<file path="src/rtl/core/lctsr_pkg.sv">
// ----------------------------------------------------------------------------
// lctsr_pkg: shared types and constants for the load-cell tare/scale block
// Widths, register indexes, reset values, command codes and the structs that
// travel between the front end, the queue and the back end.
// ----------------------------------------------------------------------------
package lctsr_pkg;

  localparam int SAMPLE_BITS   = 24;
  localparam int WEIGHT_BITS   = 24;
  localparam int DIV_BITS      = 16;
  localparam int THR_BITS      = 24;
  localparam int IVL_BITS      = 8;
  localparam int CFG_DATA_BITS = 24;
  localparam int CFG_IDX_BITS  = 2;

  localparam logic [CFG_IDX_BITS-1:0] REG_SCALE_DIVISOR    = 2'd0;
  localparam logic [CFG_IDX_BITS-1:0] REG_CHANGE_THRESHOLD = 2'd1;
  localparam logic [CFG_IDX_BITS-1:0] REG_REPORT_INTERVAL  = 2'd2;

  localparam logic [DIV_BITS-1:0] DIVISOR_RST   = 16'd213;
  localparam logic [THR_BITS-1:0] THRESHOLD_RST = 24'd10;
  localparam logic [IVL_BITS-1:0] INTERVAL_RST  = 8'd200;

  localparam logic CMD_TARE    = 1'b0;
  localparam logic CMD_MEASURE = 1'b1;

  // Sign bit of the sample; flipping it gives offset binary
  localparam logic [SAMPLE_BITS-1:0] SAMPLE_SIGN = {1'b1, {(SAMPLE_BITS-1){1'b0}}};

  localparam int QUEUE_DEPTH = 2;
  localparam int QPTR_BITS   = (QUEUE_DEPTH > 1) ? $clog2(QUEUE_DEPTH) : 1;
  localparam int QCNT_BITS   = $clog2(QUEUE_DEPTH + 1);

  typedef struct packed {
    logic                   cmd;
    logic [SAMPLE_BITS-1:0] value;
  } lctsr_entry_t;

  // Queue slot with its valid flag: push request or queue head
  typedef struct packed {
    logic         valid;
    lctsr_entry_t entry;
  } lctsr_slot_t;

  typedef struct packed {
    logic [DIV_BITS-1:0] scale_divisor;
    logic [THR_BITS-1:0] change_threshold;
    logic [IVL_BITS-1:0] report_interval;
  } lctsr_cfg_t;

endpackage

</file>
<file path="src/rtl/core/lctsr_ifs.sv">
// ----------------------------------------------------------------------------
// lctsr channel interfaces
// Valid/ready channels for sample words in and weight words out.
// ----------------------------------------------------------------------------
interface lctsr_in_if import lctsr_pkg::*; ();
  logic                          valid;
  logic                          ready;
  logic                          command;
  logic signed [SAMPLE_BITS-1:0] raw_sample;

  modport source (output valid, command, raw_sample, input ready);
  modport sink   (input valid, command, raw_sample, output ready);
endinterface

interface lctsr_out_if import lctsr_pkg::*; ();
  logic                   valid;
  logic                   ready;
  logic [WEIGHT_BITS-1:0] weight;
  logic                   report;

  modport source (output valid, weight, report, input ready);
  modport sink   (input valid, weight, report, output ready);
endinterface

</file>
<file path="src/rtl/core/lctsr_front.sv">
// ----------------------------------------------------------------------------
// lctsr_front: input word intake
// Accept sample words while the queue has room, convert to offset binary and
// tag each with its command.
// ----------------------------------------------------------------------------
module lctsr_front import lctsr_pkg::*; (
  input  logic        rst_n,
  lctsr_in_if.sink    in_ch,
  input  logic        q_full,
  output lctsr_slot_t q_push
);

  logic accept;

  assign in_ch.ready = rst_n & ~q_full;
  assign accept      = in_ch.valid & in_ch.ready;

  always_comb begin
    q_push.valid       = accept;
    q_push.entry.cmd   = (in_ch.command == CMD_MEASURE) ? CMD_MEASURE : CMD_TARE;
    q_push.entry.value = $unsigned(in_ch.raw_sample) ^ SAMPLE_SIGN;
  end

endmodule

</file>
<file path="src/rtl/core/lctsr_queue.sv">
// ----------------------------------------------------------------------------
// lctsr_queue: short FIFO between intake and processing
// Decouple the front end from the divider so each side stalls on its own.
// ----------------------------------------------------------------------------
module lctsr_queue import lctsr_pkg::*; (
  input  logic                 clk,
  input  logic                 rst_n,
  input  lctsr_slot_t          q_push,
  input  logic                 q_pop,
  output lctsr_slot_t          q_head,
  output logic                 q_full,
  output logic [QCNT_BITS-1:0] q_count
);

  lctsr_entry_t         mem_r [QUEUE_DEPTH];
  logic [QPTR_BITS-1:0] wr_ptr_r, wr_ptr_nxt;
  logic [QPTR_BITS-1:0] rd_ptr_r, rd_ptr_nxt;
  logic [QCNT_BITS-1:0] count_r, count_nxt;
  logic                 do_push, do_pop;

  assign do_push = q_push.valid & (count_r != QCNT_BITS'(QUEUE_DEPTH));
  assign do_pop  = q_pop & (count_r != '0);

  always_comb begin
    wr_ptr_nxt = wr_ptr_r;
    rd_ptr_nxt = rd_ptr_r;
    count_nxt  = count_r;
    if (do_push) begin
      wr_ptr_nxt = (wr_ptr_r == QPTR_BITS'(QUEUE_DEPTH - 1)) ? '0 : wr_ptr_r + 1'b1;
    end
    if (do_pop) begin
      rd_ptr_nxt = (rd_ptr_r == QPTR_BITS'(QUEUE_DEPTH - 1)) ? '0 : rd_ptr_r + 1'b1;
    end
    if (do_push && !do_pop) begin
      count_nxt = count_r + 1'b1;
    end else if (do_pop && !do_push) begin
      count_nxt = count_r - 1'b1;
    end
  end

  always_ff @(posedge clk) begin
    if (!rst_n) begin
      wr_ptr_r <= '0;
      rd_ptr_r <= '0;
      count_r  <= '0;
    end else begin
      wr_ptr_r <= wr_ptr_nxt;
      rd_ptr_r <= rd_ptr_nxt;
      count_r  <= count_nxt;
    end
  end

  always_ff @(posedge clk) begin
    if (do_push) begin
      mem_r[wr_ptr_r] <= q_push.entry;
    end
  end

  assign q_head.valid = (count_r != '0);
  assign q_head.entry = mem_r[rd_ptr_r];
  assign q_full       = (count_r == QCNT_BITS'(QUEUE_DEPTH));
  assign q_count      = count_r;

endmodule

</file>
<file path="src/rtl/core/lctsr_back.sv">
// ----------------------------------------------------------------------------
// lctsr_back: tare, scaling divider and report decision
// Take one queued word at a time, run a radix-2 restoring divider, update the
// weight and report state, and hand the result to the output register.
// ----------------------------------------------------------------------------
module lctsr_back import lctsr_pkg::*; (
  input  logic        clk,
  input  logic        rst_n,
  input  lctsr_cfg_t  cfg,
  input  lctsr_slot_t q_head,
  output logic        q_pop,
  lctsr_out_if.source out_ch
);

  localparam int CNT_BITS = $clog2(SAMPLE_BITS + 1);
  localparam int QW       = (SAMPLE_BITS > WEIGHT_BITS) ? SAMPLE_BITS : WEIGHT_BITS;
  localparam logic [WEIGHT_BITS-1:0] W_MAX = {WEIGHT_BITS{1'b1}};

  localparam logic [2:0] ST_IDLE   = 3'd0;
  localparam logic [2:0] ST_DIV    = 3'd1;
  localparam logic [2:0] ST_SCALE  = 3'd2;
  localparam logic [2:0] ST_DIFF   = 3'd3;
  localparam logic [2:0] ST_DECIDE = 3'd4;
  localparam logic [2:0] ST_EMIT   = 3'd5;

  logic [2:0]             state_r, state_nxt;
  logic [SAMPLE_BITS-1:0] tare_r, tare_nxt;
  logic [WEIGHT_BITS-1:0] cur_w_r, cur_w_nxt;
  logic [WEIGHT_BITS-1:0] last_w_r, last_w_nxt;
  logic [IVL_BITS-1:0]    idle_r, idle_nxt;
  logic                   res_report_r, res_report_nxt;
  logic [CNT_BITS-1:0]    cnt_r, cnt_nxt;
  logic                   out_valid_r, out_valid_nxt;

  logic [DIV_BITS-1:0]    rem_r, rem_nxt;
  logic [SAMPLE_BITS-1:0] quo_r, quo_nxt;
  logic [DIV_BITS-1:0]    div_r, div_nxt;
  logic [WEIGHT_BITS-1:0] diff_r, diff_nxt;
  logic [WEIGHT_BITS-1:0] out_weight_r, out_weight_nxt;
  logic                   out_report_r, out_report_nxt;

  logic [DIV_BITS:0]      trial;
  logic                   trial_ge;
  logic [QW-1:0]          quo_ext;
  logic [IVL_BITS-1:0]    idle_inc;
  logic                   rep;
  logic                   out_free;

  assign trial    = {rem_r, quo_r[SAMPLE_BITS-1]};
  assign trial_ge = (trial >= {1'b0, div_r});
  assign quo_ext  = QW'(quo_r);
  assign idle_inc = idle_r + 1'b1;
  assign rep      = (diff_r >= cfg.change_threshold) || (idle_inc >= cfg.report_interval);
  assign out_free = ~out_valid_r | out_ch.ready;
  assign q_pop    = (state_r == ST_IDLE) & q_head.valid;

  always_comb begin
    state_nxt      = state_r;
    tare_nxt       = tare_r;
    cur_w_nxt      = cur_w_r;
    last_w_nxt     = last_w_r;
    idle_nxt       = idle_r;
    res_report_nxt = res_report_r;
    cnt_nxt        = cnt_r;
    rem_nxt        = rem_r;
    quo_nxt        = quo_r;
    div_nxt        = div_r;
    diff_nxt       = diff_r;
    out_weight_nxt = out_weight_r;
    out_report_nxt = out_report_r;
    out_valid_nxt  = out_valid_r & ~out_ch.ready;

    case (state_r)
      ST_IDLE: begin
        if (q_head.valid) begin
          if (q_head.entry.cmd == CMD_TARE) begin
            tare_nxt       = q_head.entry.value;
            res_report_nxt = 1'b0;
            state_nxt      = ST_EMIT;
          end else if (q_head.entry.value > tare_r) begin
            quo_nxt   = q_head.entry.value - tare_r;
            rem_nxt   = '0;
            div_nxt   = (cfg.scale_divisor == '0) ? DIV_BITS'(1) : cfg.scale_divisor;
            cnt_nxt   = CNT_BITS'(SAMPLE_BITS);
            state_nxt = ST_DIV;
          end else begin
            state_nxt = ST_DIFF;
          end
        end
      end
      ST_DIV: begin
        // one quotient bit per cycle
        rem_nxt = trial_ge ? DIV_BITS'(trial - {1'b0, div_r}) : DIV_BITS'(trial);
        quo_nxt = {quo_r[SAMPLE_BITS-2:0], trial_ge};
        cnt_nxt = cnt_r - 1'b1;
        if (cnt_r == CNT_BITS'(1)) begin
          state_nxt = ST_SCALE;
        end
      end
      ST_SCALE: begin
        cur_w_nxt = (quo_ext > QW'(W_MAX)) ? W_MAX : WEIGHT_BITS'(quo_ext);
        state_nxt = ST_DIFF;
      end
      ST_DIFF: begin
        diff_nxt  = (cur_w_r >= last_w_r) ? cur_w_r - last_w_r : last_w_r - cur_w_r;
        state_nxt = ST_DECIDE;
      end
      ST_DECIDE: begin
        res_report_nxt = rep;
        if (rep) begin
          last_w_nxt = cur_w_r;
          idle_nxt   = '0;
        end else begin
          idle_nxt = idle_inc;
        end
        state_nxt = ST_EMIT;
      end
      ST_EMIT: begin
        // hold until the output register frees up
        if (out_free) begin
          out_valid_nxt  = 1'b1;
          out_weight_nxt = cur_w_r;
          out_report_nxt = res_report_r;
          state_nxt      = ST_IDLE;
        end
      end
      default: begin
        state_nxt = ST_IDLE;
      end
    endcase
  end

  always_ff @(posedge clk) begin
    if (!rst_n) begin
      state_r      <= ST_IDLE;
      tare_r       <= '0;
      cur_w_r      <= '0;
      last_w_r     <= '0;
      idle_r       <= '0;
      res_report_r <= 1'b0;
      cnt_r        <= '0;
      out_valid_r  <= 1'b0;
    end else begin
      state_r      <= state_nxt;
      tare_r       <= tare_nxt;
      cur_w_r      <= cur_w_nxt;
      last_w_r     <= last_w_nxt;
      idle_r       <= idle_nxt;
      res_report_r <= res_report_nxt;
      cnt_r        <= cnt_nxt;
      out_valid_r  <= out_valid_nxt;
    end
  end

  always_ff @(posedge clk) begin
    rem_r        <= rem_nxt;
    quo_r        <= quo_nxt;
    div_r        <= div_nxt;
    diff_r       <= diff_nxt;
    out_weight_r <= out_weight_nxt;
    out_report_r <= out_report_nxt;
  end

  assign out_ch.valid  = out_valid_r;
  assign out_ch.weight = out_weight_r;
  assign out_ch.report = out_report_r;

endmodule

</file>
<file path="src/rtl/core/load_cell_tare_scale_report.sv">
// ----------------------------------------------------------------------------
// load_cell_tare_scale_report: load-cell tare, scaling and change report
// Intake, two-word queue and a sequential back end with a restoring divider.
// ----------------------------------------------------------------------------
// Each word on in_ch carries a two's-complement converter sample and a
// command. The sign bit is flipped to offset binary. A tare word stores that
// value as the tare offset and returns the unchanged weight with report low.
// A measure word above the tare sets weight = (value - tare) / scale_divisor
// (truncating; a zero divisor acts as one), otherwise the old weight stays;
// then report goes high when |weight - last reported| reaches
// change_threshold or when the idle count reaches report_interval, which
// resets the idle count and latches the last reported weight. Every input
// word gives exactly one output word, in order. The back end works on one
// word at a time: a measure word above tare runs the divider, one quotient
// bit per cycle, and a scale step; every measure word then runs difference
// and decide, and every word ends in emit. The two-word queue keeps in_ch
// ready while the back end is busy, until both slots are full, and the
// output register lets the next word start while a result waits on out_ch.
// Configuration writes take effect on the next word and belong to idle time.
// ----------------------------------------------------------------------------
module load_cell_tare_scale_report import lctsr_pkg::*; (
  input  logic                     clk,
  input  logic                     rst_n,
  lctsr_in_if.sink                 in_ch,
  lctsr_out_if.source              out_ch,
  input  logic                     cfg_we,
  input  logic [CFG_IDX_BITS-1:0]  cfg_index,
  input  logic [CFG_DATA_BITS-1:0] cfg_wdata
);

  lctsr_cfg_t           cfg_r, cfg_nxt;
  lctsr_slot_t          q_push;
  lctsr_slot_t          q_head;
  logic                 q_pop;
  logic                 q_full;
  logic [QCNT_BITS-1:0] q_count;

  // Register file: indexes past the list drop silently
  always_comb begin
    cfg_nxt = cfg_r;
    if (cfg_we) begin
      case (cfg_index)
        REG_SCALE_DIVISOR:    cfg_nxt.scale_divisor    = cfg_wdata[DIV_BITS-1:0];
        REG_CHANGE_THRESHOLD: cfg_nxt.change_threshold = cfg_wdata[THR_BITS-1:0];
        REG_REPORT_INTERVAL:  cfg_nxt.report_interval  = cfg_wdata[IVL_BITS-1:0];
        default: begin
          cfg_nxt = cfg_r;
        end
      endcase
    end
  end

  always_ff @(posedge clk) begin
    if (!rst_n) begin
      cfg_r.scale_divisor    <= DIVISOR_RST;
      cfg_r.change_threshold <= THRESHOLD_RST;
      cfg_r.report_interval  <= INTERVAL_RST;
    end else begin
      cfg_r <= cfg_nxt;
    end
  end

  // Intake: classify and convert, push into the queue
  lctsr_front u_front (
    .rst_n  (rst_n),
    .in_ch  (in_ch),
    .q_full (q_full),
    .q_push (q_push)
  );

  lctsr_queue u_queue (
    .clk     (clk),
    .rst_n   (rst_n),
    .q_push  (q_push),
    .q_pop   (q_pop),
    .q_head  (q_head),
    .q_full  (q_full),
    .q_count (q_count)
  );

  // Processing: tare, divide, decide, drive out_ch
  lctsr_back u_back (
    .clk    (clk),
    .rst_n  (rst_n),
    .cfg    (cfg_r),
    .q_head (q_head),
    .q_pop  (q_pop),
    .out_ch (out_ch)
  );

`ifndef SYNTHESIS
  a_queue_bound: assert property (@(posedge clk) disable iff (!rst_n)
    q_count <= QCNT_BITS'(QUEUE_DEPTH))
    else $error("queue count above depth");

  a_pop_nonempty: assert property (@(posedge clk) disable iff (!rst_n)
    q_pop |-> q_head.valid)
    else $error("pop from empty queue");

  a_push_room: assert property (@(posedge clk) disable iff (!rst_n)
    q_push.valid |-> !q_full)
    else $error("push into full queue");

  a_push_count: assert property (@(posedge clk) disable iff (!rst_n)
    (q_push.valid && !q_pop) |=> (q_count == $past(q_count) + 1'b1))
    else $error("accepted word lost before queue");
`endif

endmodule
</file>
<file path="src/flat_wrapper.sv">
// flat-port wrapper written by rule: the top's interface ports become plain ports
module load_cell_tare_scale_report_flat import lctsr_pkg::*;
  (clk, rst_n, cfg_we, cfg_index, cfg_wdata, in_ch_valid, in_ch_command, in_ch_raw_sample, in_ch_ready, out_ch_valid, out_ch_weight, out_ch_report, out_ch_ready);
  lctsr_in_if in_ch_i ();
  lctsr_out_if out_ch_i ();
  input  logic clk;
  input  logic rst_n;
  input  logic cfg_we;
  input  logic [CFG_IDX_BITS-1:0] cfg_index;
  input  logic [CFG_DATA_BITS-1:0] cfg_wdata;
  input wire logic [$bits(in_ch_i.valid)-1:0] in_ch_valid;
  input wire logic [$bits(in_ch_i.command)-1:0] in_ch_command;
  input wire logic [$bits(in_ch_i.raw_sample)-1:0] in_ch_raw_sample;
  output wire logic [$bits(in_ch_i.ready)-1:0] in_ch_ready;
  output wire logic [$bits(out_ch_i.valid)-1:0] out_ch_valid;
  output wire logic [$bits(out_ch_i.weight)-1:0] out_ch_weight;
  output wire logic [$bits(out_ch_i.report)-1:0] out_ch_report;
  input wire logic [$bits(out_ch_i.ready)-1:0] out_ch_ready;
  assign in_ch_i.valid = in_ch_valid;
  assign in_ch_i.command = in_ch_command;
  assign in_ch_i.raw_sample = in_ch_raw_sample;
  assign in_ch_ready = in_ch_i.ready;
  assign out_ch_valid = out_ch_i.valid;
  assign out_ch_weight = out_ch_i.weight;
  assign out_ch_report = out_ch_i.report;
  assign out_ch_i.ready = out_ch_ready;
  load_cell_tare_scale_report u_core (.clk(clk), .rst_n(rst_n), .in_ch(in_ch_i), .out_ch(out_ch_i), .cfg_we(cfg_we), .cfg_index(cfg_index), .cfg_wdata(cfg_wdata));
endmodule
</file>
<file path="config.mk">
export PLATFORM = sky130hd
export DESIGN_NAME = load_cell_tare_scale_report_flat
export DESIGN_NICKNAME = d
export VERILOG_FILES = /design/src/rtl/core/lctsr_pkg.sv /design/src/rtl/core/lctsr_ifs.sv /design/src/rtl/core/lctsr_front.sv /design/src/rtl/core/lctsr_queue.sv /design/src/rtl/core/lctsr_back.sv /design/src/rtl/core/load_cell_tare_scale_report.sv /design/src/flat_wrapper.sv
export SDC_FILE = /design/constraint.sdc
export NUM_CORES = 1
export LEC_CHECK = 0
export BUFFER_PORTS_ARGS = -buffer_cell sky130_fd_sc_hd__buf_2
export CORE_UTILIZATION = 58
export CTS_BUF_LIST = sky130_fd_sc_hd__clkbuf_4 sky130_fd_sc_hd__clkbuf_8
export CTS_CLUSTER_DIAMETER = 100
export DETAILED_ROUTE_END_ITERATION = 7
export PLACE_DENSITY = 0.79
export SLEW_MARGIN = 0
export SYNTH_ARGS = -nofsm -noshare
export SYNTH_HDL_FRONTEND = slang
export SYNTH_HIERARCHICAL = 1
export SYNTH_SLANG_ARGS = --single-unit
export TNS_END_PERCENT = 1
</file>
<file path="constraint.sdc">
create_clock -name clk -period 5.24 [get_ports clk]
set_input_delay 0.524 -clock clk [delete_from_list [all_inputs] [get_ports clk]]
set_output_delay 0.524 -clock clk [all_outputs]
set_load 0.01 [all_outputs]
</file>
# --- Word level (Yosys, flattened, before mapping) ---
# Memory sizes are Yosys's and may differ from the RTL's. A register that Yosys moved wholly into a read port is not among the register bits.
# Index checks and enable logic that the tools add are counted.
word_totals:
  ramBits: 50
  in_bits: 56
  memories: 1
  word_cells: 123
  regBits: 247
  output_inout_bits: 27
memory_table:
  columns: ["memory", "words", "word_bits", "rd", "rd_clocked_by_memory_dff", "wr", "line_no", "text"]
  rows:
  - ["u_core.u_queue.mem_r", 2, 25, 1, 1, 1, "lctsr_queue.sv:15", "lctsr_entry_t mem_r [QUEUE_DEPTH];"]
classes:
  muxes: 36
  n_bitwise: 12
  n_reduce_logical: 22
  order_cmp: 6
  addsub: 10
  n_eq_ne: 16
op_table:
  columns: ["operator", "count"]
  rows:
  - ["2-to-1 mux 24 bit", 5]
  - ["subtractor 24 bit", 3]
  - ["2-to-1 mux 16 bit", 4]
  - [">= comparator 24 bit", 2]
  - ["case mux 24 bit (2 select lines)", 1]
  - ["case mux 16 bit (2 select lines)", 1]
  - ["> comparator 24 bit", 1]
  - ["> comparator 24 bit (second input constant)", 1]
  - ["case mux 3 bit (6 select lines)", 1]
  - [">= comparator 17 x 16 -> 1 bit", 1]
  - ["zero test 16 bit", 1]
  - ["subtractor 16 bit", 1]
  - ["2-to-1 mux 5 bit", 3]
  - ["2-to-1 mux 3 bit", 4]
  - ["!= test 2 bit (second input constant)", 6]
  - ["2-to-1 mux 1 bit", 11]
  - ["case mux 5 bit (2 select lines)", 1]
  - ["AND reduction 2 bit", 5]
  - ["AND reduction 3 bit", 3]
  - ["adder 8 x 1 -> 8 bit (second input constant)", 1]
  - [">= comparator 8 bit", 1]
  - ["2-to-1 mux 8 bit", 1]
  - ["AND reduction 4 bit", 2]
  - ["nonzero test 2 bit", 4]
  - ["21 further kinds", 38]

# --- Longest topological paths before layout ---
# Gate-level depths: netlist of run 1.
depth:
  ltp_word: 9
  ltp_mapped: 15
  ltp_nobuf: 13

# --- Cells and area by module ---
# Netlist of run 1, hierarchy kept.
by_module_without_submodules:
  columns: ["mod", "area_each_um2", "cells_per_inst", "seq_area_each_um2", "instances"]
  rows:
  - ["lctsr_back", 12675.9, 1438, 4954.8, 1]
  - ["lctsr_queue", 2039.5, 103, 1601.5, 1]
  - ["load_cell_tare_scale_report", 1920.6, 192, 960.9, 1]
  - ["lctsr_front", 206.4, 28, 0.0, 1]

# --- Worst setup path before layout of run 1 ---
# No wires, ideal clock.
synth_timing:
  kind: "register to register"
  startpoint: "reg with a tool-made name"
  endpoint: "reg u_core.u_back.quo_r[0], in the netlist u_core/u_back/quo_ext[0] (enable)"
  path_stages_with_launch: 15
  period_less_slack_ns: 5.172
  arrival_ns: 4.777
  path_buffers: 2
  t_required_ns: 4.845
  slack_ns: 0.068
  setup_time_ns: 0.395
  path_cell_list: "dfxtp_1 buf_2 buf_4 mux2_2 inv_1 ha_1 fa_1 nor2b_1 o31a_1 o221ai_1 a21oi_1 o21ai_1 a311oi_1 nor2_1 inv_1"
synth_rtl:
  columns: ["item", "line_no", "text"]
  rows:
  - ["to (signal assigned)", "lctsr_back.sv:157", "quo_r <= quo_nxt;"]
  - ["to (decl)", "lctsr_back.sv:36", "logic [SAMPLE_BITS-1:0] quo_r, quo_nxt;"]

==> results of run 1 <==
## registers in the layout, summed over array words and instances, names as in the netlist, named ones only
signal and flops:
u_core/cfg_r 48, u_core/u_back/cnt_r 5, u_core/u_back/cur_w_r 24, u_core/u_back/diff_r 24
u_core/u_back/div_r 16, u_core/u_back/idle_r 8, u_core/u_back/last_w_r 24, u_core/u_back/out_ch.report 1
u_core/u_back/out_ch.valid 1, u_core/u_back/out_ch.weight 24, u_core/u_back/quo_ext 24, u_core/u_back/rem_r 16
u_core/u_back/res_report_r 1, u_core/u_back/state_r 3, u_core/u_back/tare_r 24, u_core/u_queue/mem_r 50
u_core/u_queue/q_count 2, u_core/u_queue/rd_ptr_r 1, u_core/u_queue/wr_ptr_r 1
## synth_stat cells (5+ instances only)
cell type and number:
o31ai_1 9, mux2i_1 82, and3_1 5, xor2_1 28
a211oi_1 12, nand4_1 21, mux2_2 25, buf_4 31
nand2_1 282, a21boi_0 54, xnor2_1 29, inv_1 152
a21oi_1 98, o211ai_1 8, a31oi_1 9, o21ai_0 60
o21a_1 14, edfxtp_1 155, nor2_1 88, clkbuf_1 62
and2_1 13, nand2b_1 17, nand3_1 26, a21o_1 42
ha_1 123, or3_1 7, a32o_1 5, o21ai_1 5
buf_2 18, o21bai_1 11, nor3_1 12, nor2b_1 22
dfxtp_1 143
## final cells by class
type | instances | area [um^2]
fill | 2301 | 10300
multi-input combinational | 1192 | 8150
sequential | 298 | 7520
clock buffer | 73 | 873
inverter | 153 | 574
timing repair buffer | 97 | 526
tap | 384 | 480
clock inverter | 21 | 218
## cells by family after synthesis
family | synth area share
fa+ha+maj | 0.0961
flops | 0.446
xor+xnor | 0.0296
compound gates | 0.146
mux | 0.0654
simple gates | 0.145
buf+inv | 0.0715
## worst paths after layout
path / from / endpoint / slack [ns] / depth (start not counted)
worst min register to register: u_core/cfg_r[29] / u_core/cfg_r[29] / 0.46 / 2
worst max-delay path: register / u_core/u_back/quo_ext[10] / 0.57 / 14
worst max register to register: register / u_core/u_back/quo_ext[10] / 0.57 / 14
worst min-delay path: in_ch_raw_sample[19] / u_core/u_queue/mem_r[0][19] / 0.12 / 1
## power groups by stage
stage	Sequential, mW	Combinational, mW	Clock (mW)
global placement	3.36	4.13	0
global route	3.38	4.75	2.38
CTS	3.33	4.24	2.27
detailed placement	3.37	4.21	0
floorplan	3.27	3.37	0
finish	3.33	4.29	2.22
## metal layers
metal  vias to the layer above  part of all wire
met2                       264              0.48
met3                        66             0.042
li1                       6165                 -
met5                         -                 0
met1                      5859              0.46
met4                         0             0.024
## critical path, delay by kind of cell (launching register included)
family	cells	cell delay [ns]
AO/OA/AOI/OAI	5	1.02
adder cells (fa/ha/maj)	2	0.61
buffers and inverters	4	1.32
flip-flops	1	0.73
multiplexers	1	0.29
AND/OR/NAND/NOR	2	0.30
## cell usage in the layout, fill, tap and decap left out, drive strengths merged, types with 5 or more instances in the layout
master,netlist,layout
a211oi,12,12
a21boi,55,55
a21o,45,45
a21oi,98,98
a31oi,9,9
a32o,5,5
and2,13,13
and3,6,6
buf,56,97
clkbuf,62,73
clkinv,0,14
dfxtp,143,143
edfxtp,155,155
ha,123,123
inv,153,154
mux2,25,25
mux2i,82,82
nand2,282,282
nand2b,17,17
nand3,27,27
nand4,22,22
nor2,90,90
nor2b,22,22
nor3,14,14
o211ai,9,9
o21a,14,14
o21ai,65,65
o21bai,11,11
o31ai,9,9
or3,7,7
xnor2,29,29
xor2,28,28
==> metrics.md, run 1 <==
| Metric | Value |
|---|---|
| Status | `complete, no violations` |
| Yosys Warn Count | `6` |
| Residual DRC | `0` |
| CP max stage delay | `around 0.73 ns` |
| DIE AREA | `between 20000 and 30000 um^2` |
| CTS Buf Count | `50` |
| Post-synthesis cell count | `about 1800` |
| Worst setup margin | `approximately 0.57 ns` |
| CP max-delay cell | `dfxtp_1` |
| Clk_skew | `0.0489 ns` |
| Final Core Density | `0.641` |
| Worst-Skew Late Latency | `roughly 0.6 ns` |
| Setup Viol. Count Final | `0` |
| Hold-fix buffers, CTS | `0` |
| Cell Area, Placed | `17200 um^2` |
| Worst-path cell chain | `mux2_2 -> inv_1 -> ha_1 -> fa_1 -> nor2b_1 -> o31a_1 -> o221ai_1 -> a21oi_1 -> o21ai_1 -> a311oi_2 -> buf_4 -> nor2_1 -> inv_1 -> buf_4` |
| Net Sw Frac | `0.383` |
| Met2 Use GR | `0.423` |
| Global-route wire length before repair | `roughly 58000 um` |
| Synth Area per Inst | `around 9.6 um^2` |
| Commonest register cell after synthesis | `edfxtp_1` |
| Area Overhead vs Synth | `8.86%` |
| FMAX | `around 210 MHz` |
| Worst endpoint data arrival time | `4.92 ns` |
| GRT overflow | `0` |
| TNS Setup | `0 ns` |
| Asr flop ratio synth | `0` |
| Cell Area, Synth | `approximately 17000 um^2` |
| Clock power frac | `0.225` |
| Largest net degree at the start of global routing | `around 110` |
| Vias | `12400` |
| EDFF count, synth | `155` |
| Syn nets | `between 1500 and 2000` |
| CTS Root Cell | `clkbuf_8` |
| Final cell count without fillers | `between 2000 and 2500` |
| Nets | `1975` |
| Clk sinks | `~300` |
| Routing usage on met1 | `0.318` |
| Minimum clock period | `approximately 4.7 ns` |
| Leakage Power | `approximately 7.3 nW` |
| 1st-pass router iterations | `5` |
| Global Route Usage Sum | `0.246` |
| # rows | `62` |
| Die width | `roughly 170 um` |
| Worst-Margin Slew | `around 1.2 ns` |
| Power per Cell Area | `between 500 and 600 nW/um^2` |
| Antenna Cells | `0` |
| Post-CTS setup buffers | `0` |
| WS Path Type | `register to register` |
| Post-DP HPWL | `between 20000 and 30000 um` |
| Starting Density | `0.588` |
| Number of gates resized after CTS | `0` |
| Clock Tree Buf Depth | `3` |
| Slew HR | `0.197` |
| Placer congestion estimate | `0.919` |
| Die Span Y | `172 um` |
| RSZ-0062 raised after global routing | `no` |
| CTS tree | `done` |
| Final period util | `0.891` |
| Htree depth | `2` |
| Hold slack | `~0.12 ns` |
| Worst slack at placement | `about 0.6 ns` |
| Starting DRT DRC Count | `~860` |
| Crit end category | `register` |
| Antenna violations before repair | `0` |
| Switching power | `roughly 3.8 mW` |
| Post-Route WL | `~36000 um` |
| Share of post-route cells with drive strength above 1 | `0.128` |
| Synth top area cells | `edfxtp_1, dfxtp_1, ha_1, nand2_1, mux2i_1` |
| Design area | `around 18000 um^2` |
| Sequential area share after synthesis | `0.446` |
| Hold violation total from the final report | `0` |
| Sequential Power Share | `0.338` |
| Crit Path Max Fanout | `25` |
| Placed cells | `about 2100` |
| Gate power share | `0.436` |
| Largest area contributor in the netlist | `edfxtp_1` |
| Vias per cell | `5.57` |
| Met3 Track Usage GR | `0.0352` |
| Cell Int Power | `slightly above 6 mW` |
| Max Slew Vio Count | `0` |
| CP Launch Type | `register` |
| GRT busiest layer | `met2` |
| Synth top area share | `0.276` |
| Vias in the first global route | `around 12000` |
| Worst vdd ir | `about 0.40 mV` |
| IO Count | `83` |
| CP Data Required Time | `around 5.5 ns` |
| Core area | `around 29000 um^2` |
| I/O Buffers | `82` |
| Hold WC Path Type | `input pin to register` |
| Max-Cap Viols | `0` |
| Yosys reg bits | `between 200 and 300` |
| Post-route antenna net violation count | `0` |
| Routed len/inst | `approximately 16 um` |
| Overall Power | `roughly 9.8 mW` |
| Clock slew at reported path FFs | `roughly 0.060 ns` |
| Unique cell type count in the Yosys netlist | `86` |
Note: power is estimated with default switching activity, not from simulation.
==> run 2: changes to the inputs <==
Settings changed: BUFFER_PORTS_ARGS -buffer_cell sky130_fd_sc_hd__buf_2 to unset, CORE_UTILIZATION 58 to 60, DONT_BUFFER_PORTS set to 1.
==> metrics.md, run 2 (same netlist as run 1, synthesis figures left out) <==
| Metric | Value |
|---|---|
| Hold violation total from the final report | `0` |
| Final Core Density | `0.661` |
| # rows | `60` |
| WS Path Type | `register to register` |
| Hold-fix buffers, CTS | `0` |
| FMAX | `~250 MHz` |
| Worst endpoint data arrival time | `between 4 and 5 ns` |
| Global-route wire length before repair | `roughly 58000 um` |
| Vias in the first global route | `between 10000 and 15000` |
| Die width | `about 170 um` |
| Final cell count without fillers | `roughly 2100` |
| DIE AREA | `between 20000 and 30000 um^2` |
| Max Slew Vio Count | `0` |
| Top reg by flops | `u_core/u_queue/mem_r` |
| Post-Route WL | `approximately 36000 um` |
| TNS Setup | `0 ns` |
| Cells on worst reg2reg path | `14` |
| Post-DP HPWL | `~26000 um` |
| Net Sw Frac | `0.372` |
| Most frequent cells in the layout | `nand2_1, edfxtp_1, inv_1` |
| Nets | `~1900` |
| Crit Path Max Fanout | `25` |
| Core area | `approximately 27000 um^2` |
| Status | `complete, no violations` |
| CTS tree | `done` |
| Starting Density | `0.618` |
| 1st-pass router iterations | `5` |
| Switching power | `around 3.7 mW` |
| Worst slack at placement | `1.35 ns` |
| Die Span Y | `about 170 um` |
| Vias | `between 10000 and 15000` |
| Starting DRT DRC Count | `between 900 and 1000` |
| Clk sinks | `298` |
| Htree depth | `2` |
| Worst-Margin Slew | `about 1.2 ns` |
| RSZ-0062 raised after global routing | `no` |
| Final period util | `0.749` |
| Clock Tree Buf Depth | `3` |
| Most common cell after layout, fill and taps aside | `nand2_1` |
| CP Launch Type | `register` |
| Worst-Skew Late Latency | `0.57 ns` |
| Gate power share | `0.424` |
| Largest regs | `u_core/u_queue/mem_r (50), u_core/cfg_r (48)` |
| Leakage Power | `7.02 nW` |
| Post-route antenna net violation count | `0` |
| IO Count | `83` |
| Setup Viol. Count Final | `0` |
| Placer congestion estimate | `0.907` |
| CTS Buf Count | `between 40 and 50` |
| Antenna violations before repair | `0` |
| GRT overflow | `0` |
| Worst setup margin | `between 1 and 1.5 ns` |
| Clock power frac | `0.243` |
| Hold path depth | `0` |
| Share of post-route cells with drive strength above 1 | `0.0880` |
| Power per Cell Area | `556 nW/um^2` |
| Max-Cap Viols | `0` |
| CTS Root Cell | `clkbuf_8` |
| Placed cells | `just over 2000` |
| Post-CTS setup buffers | `0` |
| CP Data Required Time | `between 5 and 6 ns` |
| Number of gates resized after CTS | `0` |
| Residual DRC | `0` |
| Filler cell count | `2159` |
| Slew HR | `0.184` |
| Clock slew at reported path FFs | `roughly 0.06 ns` |
| Clk_skew | `roughly 0.034 ns` |
| Cell Int Power | `approximately 6.3 mW` |
| Max reg flops | `50` |
| Routed len/inst | `16.8 um` |
| I/O Buffers | `0` |
| Largest net degree at the start of global routing | `between 150 and 200` |
| Global Route Usage Sum | `0.249` |
| Antenna Cells | `0` |
| Crit end category | `register` |
| Vias per cell | `5.72` |
| Minimum clock period | `between 3 and 4 ns` |
| Worst vdd ir | `between 0.3 and 0.4 mV` |
| Area Overhead vs Synth | `6.95%` |
| Hold WC Path Type | `input pin to register` |
| Sequential Power Share | `0.333` |
-- run 2: cell count changes in the layout (fill, tap and decap cells not counted) --
cell / change
clkbuf_8: +1
clkinv_8: -1
clkinvlp_4: +1
clkinv_1: -3
inv_6: +2
bufinv_16: +5
buf_4: -1
clkbuf_4: -6
inv_8: -1
buf_2: -81
-- run 2: worst max-delay path, stage by stage, from the launching register on --
cell	delay, ns
dfxtp_1	0.36
buf_4	0.24
mux2_2	0.38
ha_1	0.37
and3_1	0.23
a221o_1	0.36
o21ba_2	0.26
a21oi_1	0.09
o21ai_1	0.31
a311oi_2	0.15
buf_4	0.24
nor2_1	0.21
inv_1	0.09
buf_4	0.24
o2111a_1	0.26
-- run 2: path summary, 6_finish.rpt --
kind	from	to	slack, ns
max reg2reg	register	u_core/u_back/cnt_r[3]	1.32
min	in_ch_raw_sample[4]	u_core/u_queue/mem_r[0][4]	0.06
max	register	u_core/u_back/cnt_r[3]	1.32
min reg2reg	u_core/u_back/res_report_r	u_core/u_back/out_ch.report	0.44
-- run 2: layout make-up --
type	count	area, um^2	share of cell area
Multi-Input combinational cell	1192	8150	0.452
Tap cell	372	465	0.0258
Timing Repair Buffer	15	113	0.00625
Clock buffer	68	842	0.0467
Clock inverter	24	354	0.0197
Inverter	153	574	0.0319
Sequential cell	298	7520	0.417
-- run 2: power groups by stage --
stage	Clock [mW]	Sequential (mW)	Combinational [mW]
finish	2.44	3.34	4.24
global route	2.57	3.38	4.71
CTS	2.48	3.33	4.21
detailed placement	0	3.38	4.18
global placement	0	3.36	4.10
floorplan	0	3.27	3.37
-- run 2: stage by stage --
step	cell area (um^2)	hold WS, ns	power [mW]
2_1_floorplan	16800	0.409	6.64
3_3_place_gp	16800	0.427	7.46
3_5_place_dp	16800	0.423	7.56
4_1_cts	18000	0.0285	10.0
5_1_grt	18000	0.0332	10.7
6_report	18000	0.0629	10.0
-- run 2: per-layer routing --
metal  track usage  share of wire  vias up
met4        0.0560          0.015        0
met2         0.416           0.46      317
li1              -              -     5999
met1         0.331           0.46     5770
met3        0.0560          0.067       57
met5             0              0        -
==> run 3: changes to the inputs <==
Settings changed: ABC_AREA set to 1.
Clock period 5.24 ns to 3.5 ns, I/O delays scaled along.
==> metrics.md, run 3 <==
| Metric | Value |
|---|---|
| Htree depth | `2` |
| Post-DP HPWL | `approximately 32000 um` |
| I/O Buffers | `0` |
| Post-Route WL | `44500 um` |
| Share of post-route cells with drive strength above 1 | `0.0903` |
| Hold violation total from the final report | `0` |
| FMAX | `just over 300 MHz` |
| Routed len/inst | `about 16 um` |
| GRT overflow | `0` |
| Final period util | `0.938` |
| Clk sinks | `approximately 300` |
| Most common cell after layout, fill and taps aside | `nand2_1` |
| Worst-Margin Slew | `~1.1 ns` |
| Commonest register cell after synthesis | `edfxtp_1` |
| Most frequent cell after synthesis | `nand2_1` |
| 1st-pass router iterations | `6` |
| Antenna violations before repair | `0` |
| TNS Setup | `0 ns` |
| Area Overhead vs Synth | `8.80%` |
| Worst-Skew Late Latency | `around 0.57 ns` |
| Post-synth top cells | `nand2_1, inv_1, nor2_1` |
| Antenna Cells | `0` |
| Asr flop ratio synth | `0` |
| Sequential area share after synthesis | `0.415` |
| Nets | `between 2000 and 2500` |
| Crit Path Max Fanout | `23` |
| Post-synthesis cell count | `~2300` |
| Cell Area, Synth | `about 18000 um^2` |
| Clock slew at reported path FFs | `roughly 0.070 ns` |
| Placer congestion estimate | `roughly 0.96` |
| Hold WC Path Type | `input pin to register` |
| Final cell count without fillers | `roughly 2700` |
| Largest area contributor in the netlist | `edfxtp_1` |
| DIE AREA | `about 31000 um^2` |
| Largest regs | `u_core/u_queue/mem_r (50), u_core/cfg_r (48)` |
| Clk_skew | `approximately 0.019 ns` |
| EDFF count, synth | `approximately 160` |
| Synth top area share | `0.257` |
| CP Data Required Time | `between 3 and 4 ns` |
| Starting Density | `0.610` |
| IO Count | `83` |
| Placed cells | `~2600` |
| Setup Viol. Count Final | `0` |
| Post-CTS setup buffers | `0` |
| Most frequent cells in the layout | `nand2_1, inv_1, nor2_1` |
| Max Slew Vio Count | `0` |
| Largest net degree at the start of global routing | `roughly 120` |
| WS Path Type | `register to register` |
| Synth Area per Inst | `slightly below 8 um^2` |
| Crit end category | `register` |
| RSZ-0062 raised after global routing | `no` |
| Slack of the worst reg-to-reg path | `~0.22 ns` |
| Unique cell type count in the Yosys netlist | `54` |
| Vias per cell | `~5.5` |
| Residual DRC | `0` |
| CP Launch Type | `register` |
| CTS Buf Count | `49` |
| Starting DRT DRC Count | `about 1100` |
| Syn nets | `approximately 2500` |
| Synth top area cells | `edfxtp_1, dfxtp_1, nand2_1, ha_1, inv_1` |
| Minimum clock period | `3.28 ns` |
| # rows | `63` |
| Status | `complete, no violations` |
| Cells on worst reg2reg path | `11` |
| Hold path depth | `3` |
| Core area | `about 30000 um^2` |
| Clock Tree Buf Depth | `3` |
| CTS tree | `done` |
| Vias in the first global route | `14300` |
| Post-route antenna net violation count | `0` |
| Die width | `176 um` |
| Die Span Y | `between 150 and 200 um` |
| Max reg flops | `50` |
| Top reg by flops | `u_core/u_queue/mem_r` |
| Global-route wire length before repair | `slightly above 70000 um` |
| Yosys Warn Count | `6` |
| Yosys reg bits | `between 200 and 300` |
| Vias | `approximately 15000` |
| Worst endpoint data arrival time | `3.47 ns` |
| Max-Cap Viols | `0` |
| Filler cell count | `~2500` |
| CTS Root Cell | `clkbuf_8` |
| Slew HR | `0.244` |
| Global Route Usage Sum | `0.288` |
-- run 3: layer usage --
metal | vias up | share of wire | track usage
li1 | 7408 | - | -
met1 | 6896 | 0.46 | 0.383
met2 | 427 | 0.45 | 0.464
met3 | 102 | 0.057 | 0.0448
met4 | 0 | 0.039 | 0.123
met5 | - | 0 | 0
-- run 3: path summary, 6_finish.rpt --
check	endpoint	startpoint
worst max-delay path	u_core/u_back/div_r[11]	register
worst min-delay path	u_core/cfg_r[42]	cfg_we
worst max register to register	u_core/u_back/div_r[11]	register
worst min register to register	u_core/u_back/out_ch.report	u_core/u_back/res_report_r
-- run 3: cell families after synthesis --
family                   share of synthesized area
multiplexers                                0.0197
AO/OA/AOI/OAI                                0.116
AND/OR/NAND/NOR                              0.222
XOR/XNOR                                    0.0319
adder cells (fa/ha/maj)                     0.0893
flip-flops                                   0.415
buffers and inverters                        0.106
-- run 3: stage by stage --
step	hold WS, ns	setup WS [ns]	util	instance area, um^2
after global routing	0.00224	0.00503	0.664	19700
after floorplan	0.408	0.0804	-	18100
after CTS	0.00496	0.240	0.663	19700
after detailed placement	0.437	0.272	0.605	18000
after global placement	0.421	0.374	0.605	18000
final	0.0288	0.216	0.664	19700
-- run 3: repair_timing --
action | CTS | global route
resized for setup | 0 | 1
endpoints found under the setup margin | 0 | 5
hold buffers | 59 | 0
endpoints found under the hold margin | 167 | 0
-- run 3: worst max-delay path: stages (launching register included) --
cell and delay, ns:
dfxtp_1 0.44, buf_12 0.24, mux2_2 0.37, ha_1 0.37
nand2_1 0.14, nor2_1 0.16, nand2_1 0.07, nand2_1 0.16
nand2_1 0.08, nand3_1 0.15, nand3b_2 0.18, inv_1 0.52
-- run 3: final cells by class --
type,instances,area (um^2),area share
clock inverter,14,179,0.00907
clock buffer,76,933,0.0473
timing repair buffer,72,718,0.0364
multi-input combinational,1553,8710,0.442
inverter,312,1170,0.0594
sequential,298,7520,0.381
tap,390,488,0.0247
Power of run 3 is not shown: default switching activity piles up to over one toggle a cycle in this logic, so the estimate is an artifact.
